## config.mk

```make
export PLATFORM = sky130hd
export DESIGN_NAME = assembly_text_tokenizer_unit
export DESIGN_NICKNAME = d
export VERILOG_FILES = /design/src/rtl/att_pkg.sv /design/src/rtl/assembly_text_tokenizer_unit.sv /design/src/rtl/att_lexer.sv /design/src/rtl/att_queue.sv /design/src/rtl/att_emitter.sv
export VERILOG_INCLUDE_DIRS = /design/src /design/src/rtl
export SDC_FILE = /design/constraint.sdc
export NUM_CORES = 1
export LEC_CHECK = 0
export ABC_AREA = 1
export BUFFER_PORTS_ARGS = -buffer_cell sky130_fd_sc_hd__buf_2
export CAP_MARGIN = 20
export CELL_PAD_IN_SITES_DETAIL_PLACEMENT = 1
export CELL_PAD_IN_SITES_GLOBAL_PLACEMENT = 2
export CORE_AREA = 2 2 283 285
export DETAILED_ROUTE_END_ITERATION = 7
export DIE_AREA = 0 0 285 287
export GPL_TIMING_DRIVEN = 0
export PLACE_DENSITY = 0.77
export SETUP_SLACK_MARGIN = 0.2
export SYNTH_ARGS = -nofsm -noshare
export SYNTH_HDL_FRONTEND = slang
export SYNTH_SLANG_ARGS = --single-unit
```

## constraint.sdc

```tcl
create_clock -name aclk -period 11.3 [get_ports aclk]
set_input_delay 3.39 -clock aclk [delete_from_list [all_inputs] [get_ports aclk]]
set_output_delay 3.39 -clock aclk [all_outputs]
set_load 0.005 [all_outputs]
```

## src/rtl/assembly_text_tokenizer_unit_defines.svh

```systemverilog
// Assertion macros shared by the tokenizer RTL.
// No dependencies; included by the modules that carry assertions.
`ifndef ASSEMBLY_TEXT_TOKENIZER_UNIT_DEFINES_SVH
`define ASSEMBLY_TEXT_TOKENIZER_UNIT_DEFINES_SVH

// same-cycle implication, checked out of reset
`define ATT_ASSERT_NOW(label, ante, cons, msg) \
    label: assert property (@(posedge aclk) disable iff (!aresetn) (ante) |-> (cons)) \
        else $error(msg);

// next-cycle implication, checked out of reset
`define ATT_ASSERT_NEXT(label, ante, cons, msg) \
    label: assert property (@(posedge aclk) disable iff (!aresetn) (ante) |=> (cons)) \
        else $error(msg);

`endif

```

## src/rtl/att_pkg.sv

```systemverilog
// Shared types and constants of the assembly text tokenizer.
// No dependencies; imported by every tokenizer module.
`timescale 1ns / 1ps

package att_pkg;

    localparam int NAME_LIMIT  = 31;
    localparam int LEN_W       = $clog2(NAME_LIMIT + 1);
    localparam int QUEUE_DEPTH = 4;
    localparam int QPTR_W      = $clog2(QUEUE_DEPTH);
    localparam int QCNT_W      = $clog2(QUEUE_DEPTH + 1);

    localparam logic [23:0] LINE_MAX = 24'hFFFFFF;

    typedef enum logic [3:0] {
        KIND_NAME_CHAR   = 4'd0,
        KIND_NAME_END    = 4'd1,
        KIND_NUMBER      = 4'd2,
        KIND_COLON       = 4'd3,
        KIND_STRING_CHAR = 4'd4,
        KIND_STRING_END  = 4'd5,
        KIND_EQUALS      = 4'd6,
        KIND_OPEN        = 4'd7,
        KIND_CLOSE       = 4'd8,
        KIND_NEWLINE     = 4'd9,
        KIND_END         = 4'd10,
        KIND_ERROR       = 4'd11
    } kind_t;

    typedef struct packed {
        kind_t       kind;
        logic [31:0] value;
        logic [23:0] line;
    } tok_t;

    // one or two tokens caused by a single input request
    typedef struct packed {
        logic two;
        tok_t first;
        tok_t second;
    } bundle_t;

    typedef struct packed {
        logic valid;
        logic full;
    } q_status_t;

endpackage

```

## src/rtl/assembly_text_tokenizer_unit.sv

```systemverilog
// Top level of the assembly text tokenizer: lexer, bundle queue, emitter.
// Depends on att_pkg, att_lexer, att_queue and att_emitter.
//
// Usage:
//   Slave channel: one request per text byte, s_tdata[7:0] = byte_in,
//   s_tuser = end_of_input (byte ignored when set).
//   Master channel: one token per beat, m_tuser = token_kind,
//   m_tdata = token_value and line_number, m_tlast marks the last token
//   caused by one request. A request yields zero, one or two tokens.
//   Throughput: one request per cycle while the four-entry bundle queue
//   has room; the output side moves one token per cycle while m_tready
//   is high, so a run of two-token requests is paced by the master port.
//   Each accepted bundle goes into the queue, then its first token into
//   the m_* output register; a second token waits until the first is taken.
//   A stalled master fills the queue, after which s_tready drops; nothing
//   is lost or reordered.
//   Reset (aresetn low, synchronous) clears lexer state, sets the line
//   count to one and empties the queue. After an error or end token the
//   block swallows all further requests until the next reset.
`timescale 1ns / 1ps

module assembly_text_tokenizer_unit import att_pkg::*; (
    input  logic        aclk,
    input  logic        aresetn,
    input  logic        s_tvalid,
    output logic        s_tready,
    input  logic [7:0]  s_tdata,   // [7:0] byte_in
    input  logic        s_tuser,   // [0] end_of_input
    output logic        m_tvalid,
    input  logic        m_tready,
    output logic [55:0] m_tdata,   // [31:0] token_value, [55:32] line_number
    output logic [3:0]  m_tuser,   // [3:0] token_kind
    output logic        m_tlast
);

    logic      push;
    bundle_t   push_bundle;
    logic      pop;
    bundle_t   head;
    q_status_t q_status;

    assign s_tready = !q_status.full;

    att_lexer u_lexer (
        .aclk        (aclk),
        .aresetn     (aresetn),
        .in_valid    (s_tvalid),
        .in_ready    (s_tready),
        .in_byte     (s_tdata),
        .in_eoi      (s_tuser),
        .push        (push),
        .push_bundle (push_bundle)
    );

    att_queue u_queue (
        .aclk        (aclk),
        .aresetn     (aresetn),
        .push        (push),
        .push_bundle (push_bundle),
        .pop         (pop),
        .head        (head),
        .status      (q_status)
    );

    att_emitter u_emitter (
        .aclk     (aclk),
        .aresetn  (aresetn),
        .head     (head),
        .q_status (q_status),
        .pop      (pop),
        .m_tvalid (m_tvalid),
        .m_tready (m_tready),
        .m_tdata  (m_tdata),
        .m_tuser  (m_tuser),
        .m_tlast  (m_tlast)
    );

endmodule

```

## src/rtl/att_lexer.sv

```systemverilog
// Front end: accepts text bytes, tracks lexer state, builds token bundles.
// Depends on att_pkg and the tokenizer assertion macros.
`timescale 1ns / 1ps
`include "assembly_text_tokenizer_unit_defines.svh"

module att_lexer import att_pkg::*; (
    input  logic        aclk,
    input  logic        aresetn,
    input  logic        in_valid,
    input  logic        in_ready,
    input  logic [7:0]  in_byte,
    input  logic        in_eoi,
    output logic        push,
    output bundle_t     push_bundle
);

    typedef enum logic [2:0] {
        M_IDLE, M_NAME, M_NUMBER, M_STRING, M_ESCAPE, M_HEX1, M_HEX2, M_STOPPED
    } mode_t;

    localparam logic [7:0] CH_NL     = 8'h0A;
    localparam logic [7:0] CH_SPACE  = 8'h20;
    localparam logic [7:0] CH_QUOTE  = 8'h22;
    localparam logic [7:0] CH_OPEN   = 8'h28;
    localparam logic [7:0] CH_CLOSE  = 8'h29;
    localparam logic [7:0] CH_PLUS   = 8'h2B;
    localparam logic [7:0] CH_MINUS  = 8'h2D;
    localparam logic [7:0] CH_COLON  = 8'h3A;
    localparam logic [7:0] CH_EQUALS = 8'h3D;
    localparam logic [7:0] CH_BSLASH = 8'h5C;
    localparam logic [7:0] CH_UNDER  = 8'h5F;
    localparam logic [7:0] CH_N      = 8'h6E;
    localparam logic [7:0] CH_X      = 8'h78;
    localparam logic [7:0] CH_TILDE  = 8'h7E;

    function automatic logic is_alpha(input logic [7:0] c);
        return (c >= 8'h61 && c <= 8'h7A) || (c >= 8'h41 && c <= 8'h5A);
    endfunction

    function automatic logic is_digit(input logic [7:0] c);
        return c >= 8'h30 && c <= 8'h39;
    endfunction

    function automatic logic is_space(input logic [7:0] c);
        return c == CH_SPACE || (c >= 8'h09 && c <= 8'h0D);
    endfunction

    // bit 4 set: not a hex digit
    function automatic logic [4:0] hex_val(input logic [7:0] c);
        logic [4:0] r;
        r = 5'h10;
        if (is_digit(c)) r = {1'b0, c[3:0]};
        else if ((c >= 8'h61 && c <= 8'h66) || (c >= 8'h41 && c <= 8'h46))
            r = 5'(c[3:0] + 4'd9);
        return r;
    endfunction

    // two-byte strtol base 16, low eight bits
    function automatic logic [7:0] hex_pair(input logic [7:0] a, input logic [7:0] b);
        logic [4:0] da;
        logic [4:0] db;
        logic [7:0] v;
        da = hex_val(a);
        db = hex_val(b);
        v  = 8'h00;
        if (is_space(a)) begin
            if (!db[4]) v = {4'h0, db[3:0]};
        end else if (a == CH_PLUS || a == CH_MINUS) begin
            if (!db[4]) v = {4'h0, db[3:0]};
            if (a == CH_MINUS) v = 8'h00 - v;
        end else if (!da[4]) begin
            v = {4'h0, da[3:0]};
            if (!db[4]) v = {da[3:0], db[3:0]};
        end
        return v;
    endfunction

    mode_t       mode_reg, mode_next;
    logic [LEN_W-1:0] len_reg, len_next;
    logic [31:0] acc_reg, acc_next;
    logic [7:0]  hex_reg, hex_next;
    logic [23:0] line_reg, line_next;

    logic        accept;
    logic [23:0] line_inc;
    logic        st_emit;
    logic        st_newline;
    mode_t       st_mode;
    tok_t        st_tok;
    logic        do_start;
    logic        start_second;
    tok_t        r0, r1;
    logic        two;

    assign accept   = in_valid && in_ready;
    assign line_inc = (line_reg == LINE_MAX) ? line_reg : line_reg + 24'd1;

    // what a byte does at the start of a token
    always_comb begin
        st_emit    = 1'b1;
        st_newline = 1'b0;
        st_mode    = M_IDLE;
        st_tok     = '{kind: KIND_ERROR, value: 32'd0, line: line_reg};
        if (in_byte == CH_NL) begin
            st_newline  = 1'b1;
            st_tok.kind = KIND_NEWLINE;
            st_tok.line = line_inc;
        end else if (is_space(in_byte)) begin
            st_emit = 1'b0;
        end else if (in_byte == CH_COLON) begin
            st_tok.kind = KIND_COLON;
        end else if (in_byte == CH_EQUALS) begin
            st_tok.kind = KIND_EQUALS;
        end else if (in_byte == CH_OPEN) begin
            st_tok.kind = KIND_OPEN;
        end else if (in_byte == CH_CLOSE) begin
            st_tok.kind = KIND_CLOSE;
        end else if (in_byte == CH_QUOTE) begin
            st_emit = 1'b0;
            st_mode = M_STRING;
        end else if (is_alpha(in_byte)) begin
            st_mode      = M_NAME;
            st_tok.kind  = KIND_NAME_CHAR;
            st_tok.value = {24'd0, in_byte};
        end else if (is_digit(in_byte)) begin
            st_emit = 1'b0;
            st_mode = M_NUMBER;
        end else begin
            st_mode = M_STOPPED;
        end
    end

    always_comb begin
        mode_next    = mode_reg;
        len_next     = len_reg;
        acc_next     = acc_reg;
        hex_next     = hex_reg;
        line_next    = line_reg;
        push         = 1'b0;
        two          = 1'b0;
        do_start     = 1'b0;
        start_second = 1'b0;
        r0 = '{kind: KIND_ERROR, value: 32'd0, line: line_reg};
        r1 = '{kind: KIND_END, value: 32'd0, line: line_reg};
        if (accept) begin
            case (mode_reg)
                M_IDLE: begin
                    if (in_eoi) begin
                        r0.kind   = KIND_END;
                        push      = 1'b1;
                        mode_next = M_STOPPED;
                    end else begin
                        do_start = 1'b1;
                    end
                end
                M_NAME: begin
                    if (in_eoi) begin
                        r0.kind   = KIND_NAME_END;
                        two       = 1'b1;
                        push      = 1'b1;
                        mode_next = M_STOPPED;
                    end else if (is_alpha(in_byte) || is_digit(in_byte)
                                 || in_byte == CH_UNDER) begin
                        push = 1'b1;
                        if (len_reg >= LEN_W'(NAME_LIMIT)) begin
                            mode_next = M_STOPPED;
                        end else begin
                            len_next = len_reg + LEN_W'(1);
                            r0.kind  = KIND_NAME_CHAR;
                            r0.value = {24'd0, in_byte};
                        end
                    end else begin
                        r0.kind      = KIND_NAME_END;
                        push         = 1'b1;
                        do_start     = 1'b1;
                        start_second = 1'b1;
                    end
                end
                M_NUMBER: begin
                    r0.kind  = KIND_NUMBER;
                    r0.value = acc_reg;
                    if (in_eoi) begin
                        two       = 1'b1;
                        push      = 1'b1;
                        mode_next = M_STOPPED;
                    end else if (is_digit(in_byte)) begin
                        acc_next = (acc_reg << 3) + (acc_reg << 1) + {28'd0, in_byte[3:0]};
                    end else begin
                        push         = 1'b1;
                        do_start     = 1'b1;
                        start_second = 1'b1;
                    end
                end
                M_STRING: begin
                    if (in_eoi || in_byte < CH_SPACE || in_byte > CH_TILDE) begin
                        push      = 1'b1;
                        mode_next = M_STOPPED;
                    end else if (in_byte == CH_QUOTE) begin
                        r0.kind   = KIND_STRING_END;
                        push      = 1'b1;
                        mode_next = M_IDLE;
                    end else if (in_byte == CH_BSLASH) begin
                        mode_next = M_ESCAPE;
                    end else begin
                        r0.kind  = KIND_STRING_CHAR;
                        r0.value = {24'd0, in_byte};
                        push     = 1'b1;
                    end
                end
                M_ESCAPE: begin
                    push = 1'b1;
                    if (in_eoi) begin
                        mode_next = M_STOPPED;
                    end else if (in_byte == CH_N) begin
                        r0.kind   = KIND_STRING_CHAR;
                        r0.value  = {24'd0, CH_NL};
                        mode_next = M_STRING;
                    end else if (in_byte == CH_BSLASH || in_byte == CH_QUOTE) begin
                        r0.kind   = KIND_STRING_CHAR;
                        r0.value  = {24'd0, in_byte};
                        mode_next = M_STRING;
                    end else if (in_byte == CH_X) begin
                        push      = 1'b0;
                        mode_next = M_HEX1;
                    end else begin
                        mode_next = M_STOPPED;
                    end
                end
                M_HEX1: begin
                    if (in_eoi) begin
                        push      = 1'b1;
                        mode_next = M_STOPPED;
                    end else begin
                        hex_next  = in_byte;
                        mode_next = M_HEX2;
                    end
                end
                M_HEX2: begin
                    push = 1'b1;
                    if (in_eoi) begin
                        mode_next = M_STOPPED;
                    end else begin
                        r0.kind   = KIND_STRING_CHAR;
                        r0.value  = {24'd0, hex_pair(hex_reg, in_byte)};
                        mode_next = M_STRING;
                    end
                end
                default: begin
                    mode_next = M_STOPPED;
                end
            endcase

            if (do_start) begin
                mode_next = st_mode;
                if (st_mode == M_NAME) len_next = LEN_W'(1);
                if (st_mode == M_NUMBER) acc_next = {28'd0, in_byte[3:0]};
                if (st_newline) line_next = line_inc;
                if (st_emit) begin
                    push = 1'b1;
                    if (start_second) begin
                        two = 1'b1;
                        r1  = st_tok;
                    end else begin
                        r0 = st_tok;
                    end
                end
            end
        end
    end

    assign push_bundle = '{two: two, first: r0, second: r1};

    always_ff @(posedge aclk) begin
        if (!aresetn) begin
            mode_reg <= M_IDLE;
            len_reg  <= '0;
            acc_reg  <= 32'd0;
            line_reg <= 24'd1;
        end else begin
            mode_reg <= mode_next;
            len_reg  <= len_next;
            acc_reg  <= acc_next;
            line_reg <= line_next;
        end
    end

    always_ff @(posedge aclk) begin
        hex_reg <= hex_next;
    end

    `ATT_ASSERT_NEXT(a_stop_sticks, mode_reg == M_STOPPED, mode_reg == M_STOPPED,
        "lexer left stopped mode")
    `ATT_ASSERT_NOW(a_push_on_accept, push, accept, "bundle pushed without a request")
    `ATT_ASSERT_NOW(a_len_bound, 1'b1, len_reg <= LEN_W'(NAME_LIMIT), "name length overrun")
    `ATT_ASSERT_NOW(a_line_nonzero, 1'b1, line_reg != 24'd0, "line count wrapped to zero")

endmodule

```

## src/rtl/att_queue.sv

```systemverilog
// Short bundle queue between the lexer and the result emitter.
// Depends on att_pkg.
`timescale 1ns / 1ps

module att_queue import att_pkg::*; (
    input  logic      aclk,
    input  logic      aresetn,
    input  logic      push,
    input  bundle_t   push_bundle,
    input  logic      pop,
    output bundle_t   head,
    output q_status_t status
);

    bundle_t            entries [QUEUE_DEPTH];
    logic [QPTR_W-1:0]  wr_ptr_reg, rd_ptr_reg;
    logic [QCNT_W-1:0]  count_reg;

    assign head         = entries[rd_ptr_reg];
    assign status.valid = count_reg != '0;
    assign status.full  = count_reg == QCNT_W'(QUEUE_DEPTH);

    always_ff @(posedge aclk) begin
        if (!aresetn) begin
            wr_ptr_reg <= '0;
            rd_ptr_reg <= '0;
            count_reg  <= '0;
        end else begin
            if (push) wr_ptr_reg <= wr_ptr_reg + QPTR_W'(1);
            if (pop)  rd_ptr_reg <= rd_ptr_reg + QPTR_W'(1);
            if (push && !pop)      count_reg <= count_reg + QCNT_W'(1);
            else if (pop && !push) count_reg <= count_reg - QCNT_W'(1);
        end
    end

    always_ff @(posedge aclk) begin
        if (push) entries[wr_ptr_reg] <= push_bundle;
    end

endmodule

```

## src/rtl/att_emitter.sv

```systemverilog
// Back end: splits bundles into single results behind an output register.
// Depends on att_pkg and the tokenizer assertion macros.
`timescale 1ns / 1ps
`include "assembly_text_tokenizer_unit_defines.svh"

module att_emitter import att_pkg::*; (
    input  logic        aclk,
    input  logic        aresetn,
    input  bundle_t     head,
    input  q_status_t   q_status,
    output logic        pop,
    output logic        m_tvalid,
    input  logic        m_tready,
    output logic [55:0] m_tdata,
    output logic [3:0]  m_tuser,
    output logic        m_tlast
);

    logic out_valid_reg, out_valid_next;
    logic pend_reg, pend_next;
    logic out_last_reg, out_last_next;
    tok_t out_tok_reg, out_tok_next;
    tok_t pend_tok_reg, pend_tok_next;
    logic load;

    assign load = !out_valid_reg || m_tready;
    assign pop  = load && !pend_reg && q_status.valid;

    always_comb begin
        out_valid_next = out_valid_reg;
        pend_next      = pend_reg;
        out_last_next  = out_last_reg;
        out_tok_next   = out_tok_reg;
        pend_tok_next  = pend_tok_reg;
        if (load) begin
            if (pend_reg) begin
                out_valid_next = 1'b1;
                out_tok_next   = pend_tok_reg;
                out_last_next  = 1'b1;
                pend_next      = 1'b0;
            end else if (q_status.valid) begin
                out_valid_next = 1'b1;
                out_tok_next   = head.first;
                out_last_next  = !head.two;
                pend_next      = head.two;
                pend_tok_next  = head.second;
            end else begin
                out_valid_next = 1'b0;
            end
        end
    end

    always_ff @(posedge aclk) begin
        if (!aresetn) begin
            out_valid_reg <= 1'b0;
            pend_reg      <= 1'b0;
        end else begin
            out_valid_reg <= out_valid_next;
            pend_reg      <= pend_next;
        end
    end

    always_ff @(posedge aclk) begin
        out_last_reg <= out_last_next;
        out_tok_reg  <= out_tok_next;
        pend_tok_reg <= pend_tok_next;
    end

    assign m_tvalid = out_valid_reg;
    assign m_tdata  = {out_tok_reg.line, out_tok_reg.value};
    assign m_tuser  = out_tok_reg.kind;
    assign m_tlast  = out_last_reg;

    `ATT_ASSERT_NOW(a_pend_shown, pend_reg, out_valid_reg && !out_last_reg,
        "second token pending behind a last result")
    `ATT_ASSERT_NOW(a_notlast_pend, out_valid_reg && !out_last_reg, pend_reg,
        "non-last result without a follower")
    `ATT_ASSERT_NOW(a_pop_nonempty, pop, q_status.valid, "pop from empty queue")

endmodule

```

==> impl_metrics.py, run 1 <==
metrics = {
    "drt": {
        "drt-total-wl_um": 90400,
        "viasPerCell": 5.21,
        "drtIter0Drc": 1363,
        "firstDrtPassIters": 5,
        "ant_nets": 0,
        "drc": 0,
        "avgRoutedWirePerCell_um": 21.9,
        "vias": 21557,
    },
    "synth": {
        "ys_seq_area_share_pct": 59.8,
        "netlist_area_mm2": 0.0273,
        "synthAdderAreaFrac_pct": 3.71,
        "synthMuxAreaShare_pct": 0.0781,
        "ys_ff_latch": 568,
        "synth_compound_gate_area_share_pct": 11.6,
        "synth_area_leaders": "edfxtp_1, nand2_1, nor2_1",
        "syn_inst": 2882,
        "ys_warn_count": 0,
        "synth-async-reset-ratio_pct": 0,
        "synth-edff-count": 493,
        "synth_top_family_by_area": "simple AND/OR/NAND/NOR gates",
        "yosys.area_share.simple_pct": 19.3,
        "ys.flop_type": "edfxtp_1",
        "netlist.area_leader.share_pct": 54.3,
        "yosys.area.top_type": "edfxtp_1",
        "synth_cell_types": 47,
        "synth_xor_area_share_pct": 0.514,
        "synth.avg_cell_area_um2": 9.46,
    },
    "worst_setup_path": {
        "end_kind": "flip-flop",
        "cp.arrival_ns": 7.27,
        "required_ns": 11.63,
        "reg2reg_depth": 16,
        "critical_path.startpoint_type": "input port",
        "worstSetupPathType": "in -> reg",
        "cp_max_fo": 23,
    },
    "place": {
        "place_ws_ns": 3.69,
        "post-dp-hpwl_um": 67200,
        "globalplace.congestion": 0.905,
        "io_buffers": 74,
        "dpl_cell_area_mm2": 0.0294,
        "place_inst": 4027,
    },
    "floorplanning": {
        "die_h_um": 287,
        "dieWidth_um": 285,
        "rows": 103,
        "core_area_mm2": 0.0786,
        "die_area_mm2": 0.0818,
        "io-pin-count": 76,
        "initial_core_util_pct": 34.7,
    },
    "sta": {
        "fin_skew_ns": 0.0267,
        "tightest_slew_ns": 1.01,
        "slew_viol_final": 0,
        "hold_violations": 0,
        "setup_viol": 0,
        "rsz0062_at_grt": "false",
        "post-route-min-period_ns": 6.94,
        "max_freq_ghz": 0.144,
        "timing.final.crit_share_pct": 61.4,
        "whs_ns": 0.477,
        "timing.final.ws_setup_ns": 4.36,
        "max_slew_margin_pct": 32.9,
        "fin_setup_tns_ns": 0,
    },
    "run_status": {
        "status": "finished clean",
    },
    "clock_tree": {
        "numClockSinks": 568,
        "htree_levels": 2,
        "cts_tree": "yes",
        "cts_resized": 0,
        "clock_latency_ns": 0.64,
        "clk_path_buf_depth": 3,
        "holdBufCountCts": 0,
        "cts-root-buf": "clkbuf_16",
        "clkSlewWorstSetupHoldPaths_ns": 0.06,
        "cts_buffers": 57,
        "cts_setup_buffers": 0,
    },
    "power": {
        "power_density_mw_per_mm2": 221,
        "peakVddDrop_mv": 0.132,
        "p_leak_nw": 11.7,
        "power_mw": 6.92,
    },
    "final_layout": {
        "syn_to_final_growth_pct": 14.7,
        "largest_register_ffs": 388,
        "finalInstanceArea_mm2": 0.0313,
        "n_antenna_cell": 0,
        "finalNonFillerCells": 4134,
        "drive_above_1_share_pct": 8.30,
        "final_nets": 3128,
        "fin_util_pct": 39.8,
    },
    "grt": {
        "grt_pass1_wl_um": 138000,
        "grt_use_total_pct": 22.0,
        "first_global_vias": 22941,
        "grt_max_degree": 38,
        "overflow": 0,
        "grt_antenna_before_repair": 1,
    },
    "hold_path": {
        "min_delay_path_depth": 2,
        "hold_class": "reg -> reg",
    },
    "run": {
        "cap_viol_max_count": 0,
    },
}
power breakdown:
group	switching, mW	leakage [nW]	internal [mW]	total, mW
sequential	0.145	5.22	2.87	3.02
clock	0.835	0.907	1.07	1.90
combinational	1.45	5.57	0.546	1.99
layout by cell type, fill, tap and decap left out, drive strengths merged, types with 2 or more instances in the layout:
cell type / count
edfxtp: 493
or2: 6
dfxtp: 75
nor2: 516
clkinv: 22
o211ai: 8
nor4: 6
o2111ai: 2
nand4: 45
nand3: 138
inv: 209
clkbuf: 164
buf: 136
nand3b: 4
nand2: 535
xor2: 11
o21bai: 7
a31oi: 37
nor3: 26
bufinv: 4
o21ai: 360
ha: 76
conb: 4
clkinvlp: 5
o22ai: 42
fa: 3
xnor2: 5
o21a: 2
a21oi: 137
a22oi: 2
routing by layer:
| layer | vias to the layer above | part of all wire (%) | track usage, % | wire length, um |
|---|---|---|---|---|
| met5 | - | 0 | 0 | 0 |
| met4 | 0 | 2.5 | 6.27 | 2220 |
| met3 | 137 | 3.7 | 2.22 | 3320 |
| met2 | 442 | 50 | 39.6 | 45300 |
| met1 | 10729 | 44 | 27.9 | 39500 |
| li1 | 10249 | - | - | - |
path summary, 6_finish.rpt:
path | from | end | slack [ns]
max | s_tdata[1] | u_queue.entries[2][68] | 4.36
min | u_queue.rd_ptr_reg[1] | u_queue.rd_ptr_reg[1] | 0.48
max reg2reg | u_lexer.mode_reg[1] | u_queue.entries[2][68] | 7.43
min reg2reg | u_queue.rd_ptr_reg[1] | u_queue.rd_ptr_reg[1] | 0.48
cells in the mapped netlist, drive strengths merged (7+ instances only):
| cell | n |
|---|---|
| nand2 | 535 |
| inv | 206 |
| a21oi | 137 |
| o22ai | 42 |
| nand4 | 45 |
| nor2 | 516 |
| o21ai | 360 |
| nor3 | 26 |
| clkbuf | 89 |
| a31oi | 37 |
| nand3 | 138 |
| ha | 76 |
| xor2 | 11 |
| buf | 44 |
| dfxtp | 75 |
| edfxtp | 493 |
| o211ai | 8 |
| o21bai | 7 |
final cells by class:
type	count	area, um2
Inverter	208	783
Clock inverter	32	329
Sequential cell	568	16300
Fill cell	8990	47400
Buffer	133	576
Multi-Input combinational cell	1976	9640
Timing Repair Buffer	92	763
Tap cell	1050	1310
Clock buffer	75	1560
cell families (layout without fill, tap and decap cells):
family                     count (synthesis)  count (layout)
DFF                                      568             568
xor gates and xnor gates                  16              16
and+or+nand+nor                         1278            1278
adders and majority gates                 79              79
buffers and inverters                    341             540
AOI/OAI and AO/OA                        597             597
muxes                                      2               2
other                                      1               4
worst max-delay path, cell delays in order:
cell and delay, ns:
buf_2 0.17, buf_2 0.26, inv_1 0.19, ha_1 0.25, inv_1 0.10, nor2_1 0.08, nor2_1 0.16, nand2_1 0.09
nand2_2 0.18, nor2_1 0.25, o21ai_0 0.23, o21ai_0 0.13, nand3_1 0.10, inv_1 0.06, nand2_1 0.07, nand2_2 0.15
nor2_4 0.70, buf_16 0.25, buf_16 0.19, buf_12 0.21
(Power assumes the default switching activity.)
==> inputs of run 2 (changes only) <==
==> constraint.sdc (replaced) <==
create_clock -name aclk -period 6.4 [get_ports aclk]
set_input_delay 1.92 -clock aclk [delete_from_list [all_inputs] [get_ports aclk]]
set_output_delay 1.92 -clock aclk [all_outputs]
set_load 0.005 [all_outputs]
==> impl_metrics.py, run 2 (same netlist as run 1, synthesis figures left out) <==
metrics = {
    "final_layout": {
        "final_common_cell": "nand2_1",
        "syn_to_final_growth_pct": 15.1,
        "finalInstanceArea_mm2": 0.0314,
        "final_cell_mix": "nand2_1, nor2_1, edfxtp_1",
        "multi_input_area_mm2": 0.00964,
        "n_antenna_cell": 0,
        "fill_cells": 9019,
        "final_nets": 3131,
        "seq_area_mm2": 0.0163,
        "drive_above_1_share_pct": 8.39,
        "largest_register_ffs": 388,
    },
    "grt": {
        "grt_pass1_wl_um": 137000,
        "first_global_vias": 22783,
        "grt_use_total_pct": 21.9,
        "grt_max_degree": 34,
        "grt_antenna_before_repair": 3,
        "overflow": 0,
    },
    "worst_setup_path": {
        "r2r_slack_ns": 2.59,
        "required_ns": 6.72,
        "cp_max_fo": 26,
        "cp.depth": 19,
        "end_kind": "flip-flop",
        "critPathSlowestCell": "nor2_4",
        "cp.arrival_ns": 5.72,
        "crit_buf_inv": 7,
        "reg2reg_depth": 15,
        "critPathTopFamily": "simple AND/OR/NAND/NOR gates",
        "worstReg2RegStart": "u_lexer.mode_reg[1]",
        "cp_cell_sequence": "buf_2 -> buf_2 -> inv_1 -> ha_1 -> inv_1 -> nor2_1 -> nor2_1 -> nand2_1 -> nand2_2 -> nor2_1 -> o21ai_0 -> o21ai_0 -> nand3_1 -> inv_1 -> nand2_1 -> nand2_2 -> nor2_4 -> buf_12 -> buf_12",
        "critical_path.startpoint_type": "input port",
        "max_stage_delay_ns": 0.74,
        "r2r-end": "u_queue.entries[3][58]",
        "worstSetupPathType": "in -> reg",
    },
    "sta": {
        "fin_skew_ns": 0.0528,
        "hold_violations": 0,
        "max_freq_ghz": 0.185,
        "post-route-min-period_ns": 5.40,
        "setup_viol": 0,
        "tightest_slew_ns": 0.987,
        "rsz0062_at_grt": "false",
        "max_slew_margin_pct": 34.0,
        "slew_viol_final": 0,
        "timing.final.crit_share_pct": 84.4,
        "whs_ns": 0.477,
    },
    "clock_tree": {
        "clkSlewWorstSetupHoldPaths_ns": 0.06,
        "clk_path_buf_depth": 3,
        "numClockSinks": 568,
        "cts_resized": 0,
        "htree_levels": 2,
        "cts-root-buf": "clkbuf_16",
        "cts_setup_buffers": 0,
        "cts_buffers": 61,
        "cts_tree": "yes",
        "holdBufCountCts": 0,
        "clock_latency_ns": 0.67,
    },
    "drt": {
        "vias": 21578,
        "avgRoutedWirePerCell_um": 21.9,
        "firstDrtPassIters": 5,
        "ant_nets": 0,
        "drc": 0,
        "drtIter0Drc": 1277,
        "drt-total-wl_um": 90600,
        "viasPerCell": 5.22,
    },
    "hold_path": {
        "holdCritStartpoint": "u_queue.rd_ptr_reg[0]",
        "hold_class": "reg -> reg",
        "min_delay_path_depth": 1,
        "hold_end": "u_queue.rd_ptr_reg[0]",
    },
    "floorplanning": {
        "io-pin-count": 76,
        "die_area_mm2": 0.0818,
        "core_area_mm2": 0.0786,
        "die_h_um": 287,
        "initial_core_util_pct": 34.7,
        "rows": 103,
        "dieWidth_um": 285,
    },
    "place": {
        "post-dp-hpwl_um": 67100,
        "dpl_cell_area_mm2": 0.0293,
        "globalplace.congestion": 0.904,
        "io_buffers": 74,
    },
    "power": {
        "p_leak_nw": 11.7,
        "peakVddDrop_mv": 0.319,
        "power_density_mw_per_mm2": 396,
    },
    "run_status": {
        "status": "finished clean",
    },
    "run": {
        "cap_viol_max_count": 0,
    },
}
-- run 2: cell types whose count changed in the layout (fill, tap and decap cells not counted) --
cell        change
buf_12          +3
clkinv_16       +1
clkinv_4        +2
clkbuf_16       +3
clkinvlp_4      -3
clkbuf_8        -1
clkbuf_1        -2
clkinv_1        +2
bufinv_16       +2
buf_16          -4
-- run 2: worst max path at each step --
stage                          start                     end
after floorplan           s_tdata[1]   u_queue.entries[0][0]
after global placement    s_tdata[1]  u_queue.entries[3][69]
after detailed placement  s_tdata[1]  u_queue.entries[1][70]
after CTS                 s_tdata[1]  u_queue.entries[3][59]
after global routing      s_tdata[1]  u_queue.entries[1][66]
final                     s_tdata[1]  u_queue.entries[3][58]
-- run 2: metrics by stage --
| step | setup slack [ns] | power, mW | cells | TNS (ns) | util (%) |
|---|---|---|---|---|---|
| floorplan | -0.119 | 7.25 | 2885 | -46.26 | - |
| global placement | -3.32 | 8.76 | 4009 | -1268.55 | 36.8 |
| detailed placement | 0.265 | 8.96 | 4026 | 0 | 37.3 |
| CTS | 0.950 | 12.6 | 4137 | 0 | 39.9 |
| global route | 0.616 | 13.0 | 4137 | 0 | 39.9 |
| finish | 0.998 | 12.4 | 4137 | 0 | 39.9 |
-- run 2: final cells by class --
| type | instances | area share [%] |
|---|---|---|
| sequential | 568 | 52.0 |
| clock inverter | 36 | 1.34 |
| clock buffer | 75 | 5.13 |
| multi-input combinational | 1976 | 30.7 |
| tap | 1050 | 4.19 |
| timing repair buffer | 91 | 2.27 |
| inverter | 208 | 2.50 |
| buffer | 133 | 1.84 |
-- run 2: worst register-to-register path, stage by stage (launching register included) --
cell and delay, ns:
dfxtp_1 0.39, inv_1 0.15, nor2_1 0.12, nand2_1 0.37
nor2_1 0.33, inv_1 0.07, nor2_1 0.11, inv_1 0.09
nand3_2 0.14, buf_6 0.16, nand2_1 0.06, nand2_1 0.07
nand2_2 0.16, nor2_4 0.74, buf_12 0.31, buf_12 0.26
-- run 2: power breakdown --
group          switching [mW]  internal [mW]  leakage [nW]  total (mW)
Sequential              0.231           5.08          5.20        5.31
Combinational            2.58          0.963          5.55        3.54
Clock                    1.54           2.04         0.985        3.58
Total                    4.35           8.08          11.7        12.4
-- run 2: layer usage --
metal	share of wire [%]	GRT usage, %	up-vias
li1	-	-	10267
met1	44	28.1	10765
met2	50	39.1	411
met3	3.5	2.33	135
met4	2.5	6.28	0
met5	0	0	-
==> inputs of run 3 (changes only) <==
--- a/config.mk
+++ b/config.mk
@@ -6,16 +6,16 @@
 export SDC_FILE = /design/constraint.sdc
 export NUM_CORES = 1
 export LEC_CHECK = 0
-export ABC_AREA = 1
+export ABC_AREA = 0
 export BUFFER_PORTS_ARGS = -buffer_cell sky130_fd_sc_hd__buf_2
 export CAP_MARGIN = 20
 export CELL_PAD_IN_SITES_DETAIL_PLACEMENT = 1
 export CELL_PAD_IN_SITES_GLOBAL_PLACEMENT = 2
-export CORE_AREA = 2 2 283 285
+export CORE_AREA = 2 2 273 275
 export DETAILED_ROUTE_END_ITERATION = 7
-export DIE_AREA = 0 0 285 287
+export DIE_AREA = 0 0 275 277
 export GPL_TIMING_DRIVEN = 0
-export PLACE_DENSITY = 0.77
+export PLACE_DENSITY = 0.73
 export SETUP_SLACK_MARGIN = 0.2
 export SYNTH_ARGS = -nofsm -noshare
 export SYNTH_HDL_FRONTEND = slang
==> constraint.sdc (replaced) <==
create_clock -name aclk -period 4.59 [get_ports aclk]
set_input_delay 1.377 -clock aclk [delete_from_list [all_inputs] [get_ports aclk]]
set_output_delay 1.377 -clock aclk [all_outputs]
set_load 0.005 [all_outputs]
==> impl_metrics.py, run 3 <==
metrics = {
    "run_status": {
        "status": "finished clean",
    },
    "power": {
        "pwr-share-comb_pct": 21.7,
        "pwr-share-clk_pct": 32.1,
        "peakVddDrop_mv": 0.342,
        "power_density_mw_per_mm2": 506,
        "swShare_pct": 27.2,
        "p_leak_nw": 10.4,
        "p_int_mw": 10.9,
        "switchingPower_mw": 4.08,
        "power_frac_seq_pct": 46.2,
    },
    "sta": {
        "timing.final.ws_setup_ns": 0.279,
        "rsz0062_at_grt": "false",
        "hold_violations": 0,
        "fin_setup_tns_ns": 0,
        "tightest_slew_ns": 0.996,
        "timing.final.crit_share_pct": 93.9,
        "fin_skew_ns": 0.0293,
        "max_freq_ghz": 0.232,
        "max_slew_margin_pct": 33.6,
        "post-route-min-period_ns": 4.31,
        "whs_ns": 0.525,
        "setup_viol": 0,
        "slew_viol_final": 0,
    },
    "floorplanning": {
        "io-pin-count": 76,
        "initial_core_util_pct": 34.6,
        "core_area_mm2": 0.0736,
        "dieWidth_um": 275,
        "rows": 100,
        "die_area_mm2": 0.0762,
        "die_h_um": 277,
    },
    "synth": {
        "synth_commonest_cells": "edfxtp_1, nor2_1, mux4_2",
        "synth_cell_types": 89,
        "ys_ff_latch": 568,
        "syn_inst": 1731,
        "synth_area_leaders": "edfxtp_1, mux4_2, dfxtp_1",
        "yosys.area.top_type": "edfxtp_1",
        "ys.flop_type": "edfxtp_1",
        "netlist_area_mm2": 0.0254,
        "synth.avg_cell_area_um2": 14.7,
        "yosysMostFrequentCell": "edfxtp_1",
        "ys_warn_count": 0,
        "synth-edff-count": 493,
        "synth-async-reset-ratio_pct": 0,
        "netlist.area_leader.share_pct": 58.2,
        "ys_seq_area_share_pct": 64.1,
    },
    "worst_setup_path": {
        "r2r-end": "u_lexer.acc_reg[30]",
        "r2r_slack_ns": 1.01,
        "worstReg2RegStart": "u_lexer.acc_reg[0]",
        "reg2reg_depth": 11,
        "max_stage_delay_ns": 0.50,
        "worstSetupPathType": "in -> reg",
        "crit_buf_inv": 7,
        "cp_cell_sequence": "buf_4 -> clkbuf_16 -> inv_8 -> ha_1 -> buf_6 -> or4b_4 -> o22ai_4 -> o2111ai_2 -> o21ai_2 -> buf_6 -> nand2_4 -> a21oi_4 -> buf_4 -> and2_4 -> buf_16",
        "cp.arrival_ns": 4.57,
        "required_ns": 4.85,
        "end_kind": "flip-flop",
        "critical_path.startpoint_type": "input port",
        "crit_start": "s_tdata[1]",
        "critPathTopFamily": "buffers and inverters",
        "cp.depth": 15,
        "critPathSlowestCell": "or4b_4",
        "endpoint": "u_queue.entries[1][94]",
        "cp_max_fo": 55,
    },
    "grt": {
        "use_met1_pct": 23.1,
        "met3_usage_pct": 2.36,
        "grt_use_total_pct": 16.8,
        "grt_max_degree": 56,
        "grt_pass1_wl_um": 98100,
        "overflow": 0,
        "first_global_vias": 16115,
        "use_met2_pct": 27.7,
        "grt_antenna_before_repair": 0,
        "busiest_layer": "met2",
    },
    "clock_tree": {
        "numClockSinks": 568,
        "clk_path_buf_depth": 3,
        "clock_latency_ns": 0.63,
        "clkSlewWorstSetupHoldPaths_ns": 0.05,
        "cts-root-buf": "clkbuf_16",
        "htree_levels": 2,
        "holdBufCountCts": 0,
        "cts_tree": "yes",
        "cts_buffers": 61,
    },
    "drt": {
        "drc": 0,
        "vias": 15148,
        "drtIter0Drc": 908,
        "avgRoutedWirePerCell_um": 21.7,
        "viasPerCell": 5.17,
        "drt-total-wl_um": 63500,
        "firstDrtPassIters": 5,
        "ant_nets": 0,
    },
    "place": {
        "io_buffers": 75,
        "globalplace.congestion": 0.827,
        "place_inst": 2788,
        "place_ws_ns": -1.02,
        "post-dp-hpwl_um": 42800,
    },
    "hold_path": {
        "hold_class": "reg -> reg",
    },
    "final_layout": {
        "final_cell_mix": "edfxtp_1, nor2_1, mux4_2",
        "syn_to_final_growth_pct": 16.5,
        "drive_above_1_share_pct": 20.7,
        "final_nets": 1999,
        "n_antenna_cell": 0,
        "largest_register_ffs": 388,
        "final_common_cell": "edfxtp_1",
        "finalNonFillerCells": 2928,
    },
    "run": {
        "cap_viol_max_count": 0,
    },
}
## run 3: worst min path at each step
| stage | from | endpoint | slack (ns) | cells past startpoint |
|---|---|---|---|---|
| finish | u_lexer.acc_reg[27] | u_lexer.acc_reg[27] | 0.52 | 2 |
| global placement | u_lexer.len_reg[4] | u_lexer.len_reg[4] | 0.50 | 2 |
| detailed placement | u_lexer.acc_reg[27] | u_lexer.acc_reg[27] | 0.52 | 2 |
| CTS | u_lexer.acc_reg[27] | u_lexer.acc_reg[27] | 0.52 | 2 |
| floorplan | u_lexer.acc_reg[27] | u_lexer.acc_reg[27] | 0.46 | 2 |
| global route | u_lexer.acc_reg[27] | u_lexer.acc_reg[27] | 0.55 | 2 |
## run 3: layout make-up
cell class | count | area [um2]
buffer | 98 | 467
clock buffer | 75 | 1600
clock inverter | 40 | 372
fill | 7515 | 43900
inverter | 24 | 101
multi-input combinational | 1052 | 8820
sequential | 568 | 16300
tap | 969 | 1210
timing repair buffer | 102 | 763
## run 3: power groups by stage
stage	clock [mW]	combinational (mW)	sequential, mW
6_report	4.81	3.26	6.93
5_1_grt	5.10	3.54	7.00
4_1_cts	4.92	3.32	6.94
3_5_place_dp	0	3.23	7.05
3_3_place_gp	0	2.93	7.07
2_1_floorplan	0	1.84	7.04
## run 3: layer usage
metal  share of wire [%]  wire length (um)  vias up
li1                    -                 -     7039
met1                  46             29100     7757
met2                  48             30600      251
met3                 3.3              2080      101
met4                 2.7              1750        0
met5                   0                 0        -
## run 3: kinds of logic (layout without fill, tap and decap cells)
family / Yosys count / count (layout) / share of synthesized area, %
flip-flops: 568 / 568 / 64.1
XOR/XNOR: 98 / 98 / 3.37
AO/OA/AOI/OAI: 236 / 236 / 6.22
other: 1 / 4 / 0.0147
adder cells (fa/ha/maj): 79 / 79 / 3.97
buffers and inverters: 122 / 339 / 2.04
AND/OR/NAND/NOR: 483 / 491 / 9.67
multiplexers: 144 / 144 / 10.6
## run 3: per-stage QoR
stage	utilization [%]	power (mW)	cell area, um2
final	40.3	15.0	29600
after floorplan	-	8.87	25600
after CTS	40.1	15.2	29500
after detailed placement	37.3	10.3	27400
after global placement	36.9	10.0	27100
after global routing	40.3	15.6	29600
## run 3: timing repair
item                                    4_1_cts  5_1_grt
gates resized for setup                      10        7
pin swaps                                     7        5
endpoints found under the setup margin      606      252
endpoints found under the hold margin         0        0
setup buffers                                 9        7
gates cloned                                  8        0
## run 3: worst reg2reg max path, delay by kind of cell, from the launching register on
kind / cells / cell delay [ns]
adders and majority gates: 2 / 0.98
and+or+nand+nor: 3 / 0.58
AOI/OAI and AO/OA: 6 / 1.44
DFF: 1 / 0.44
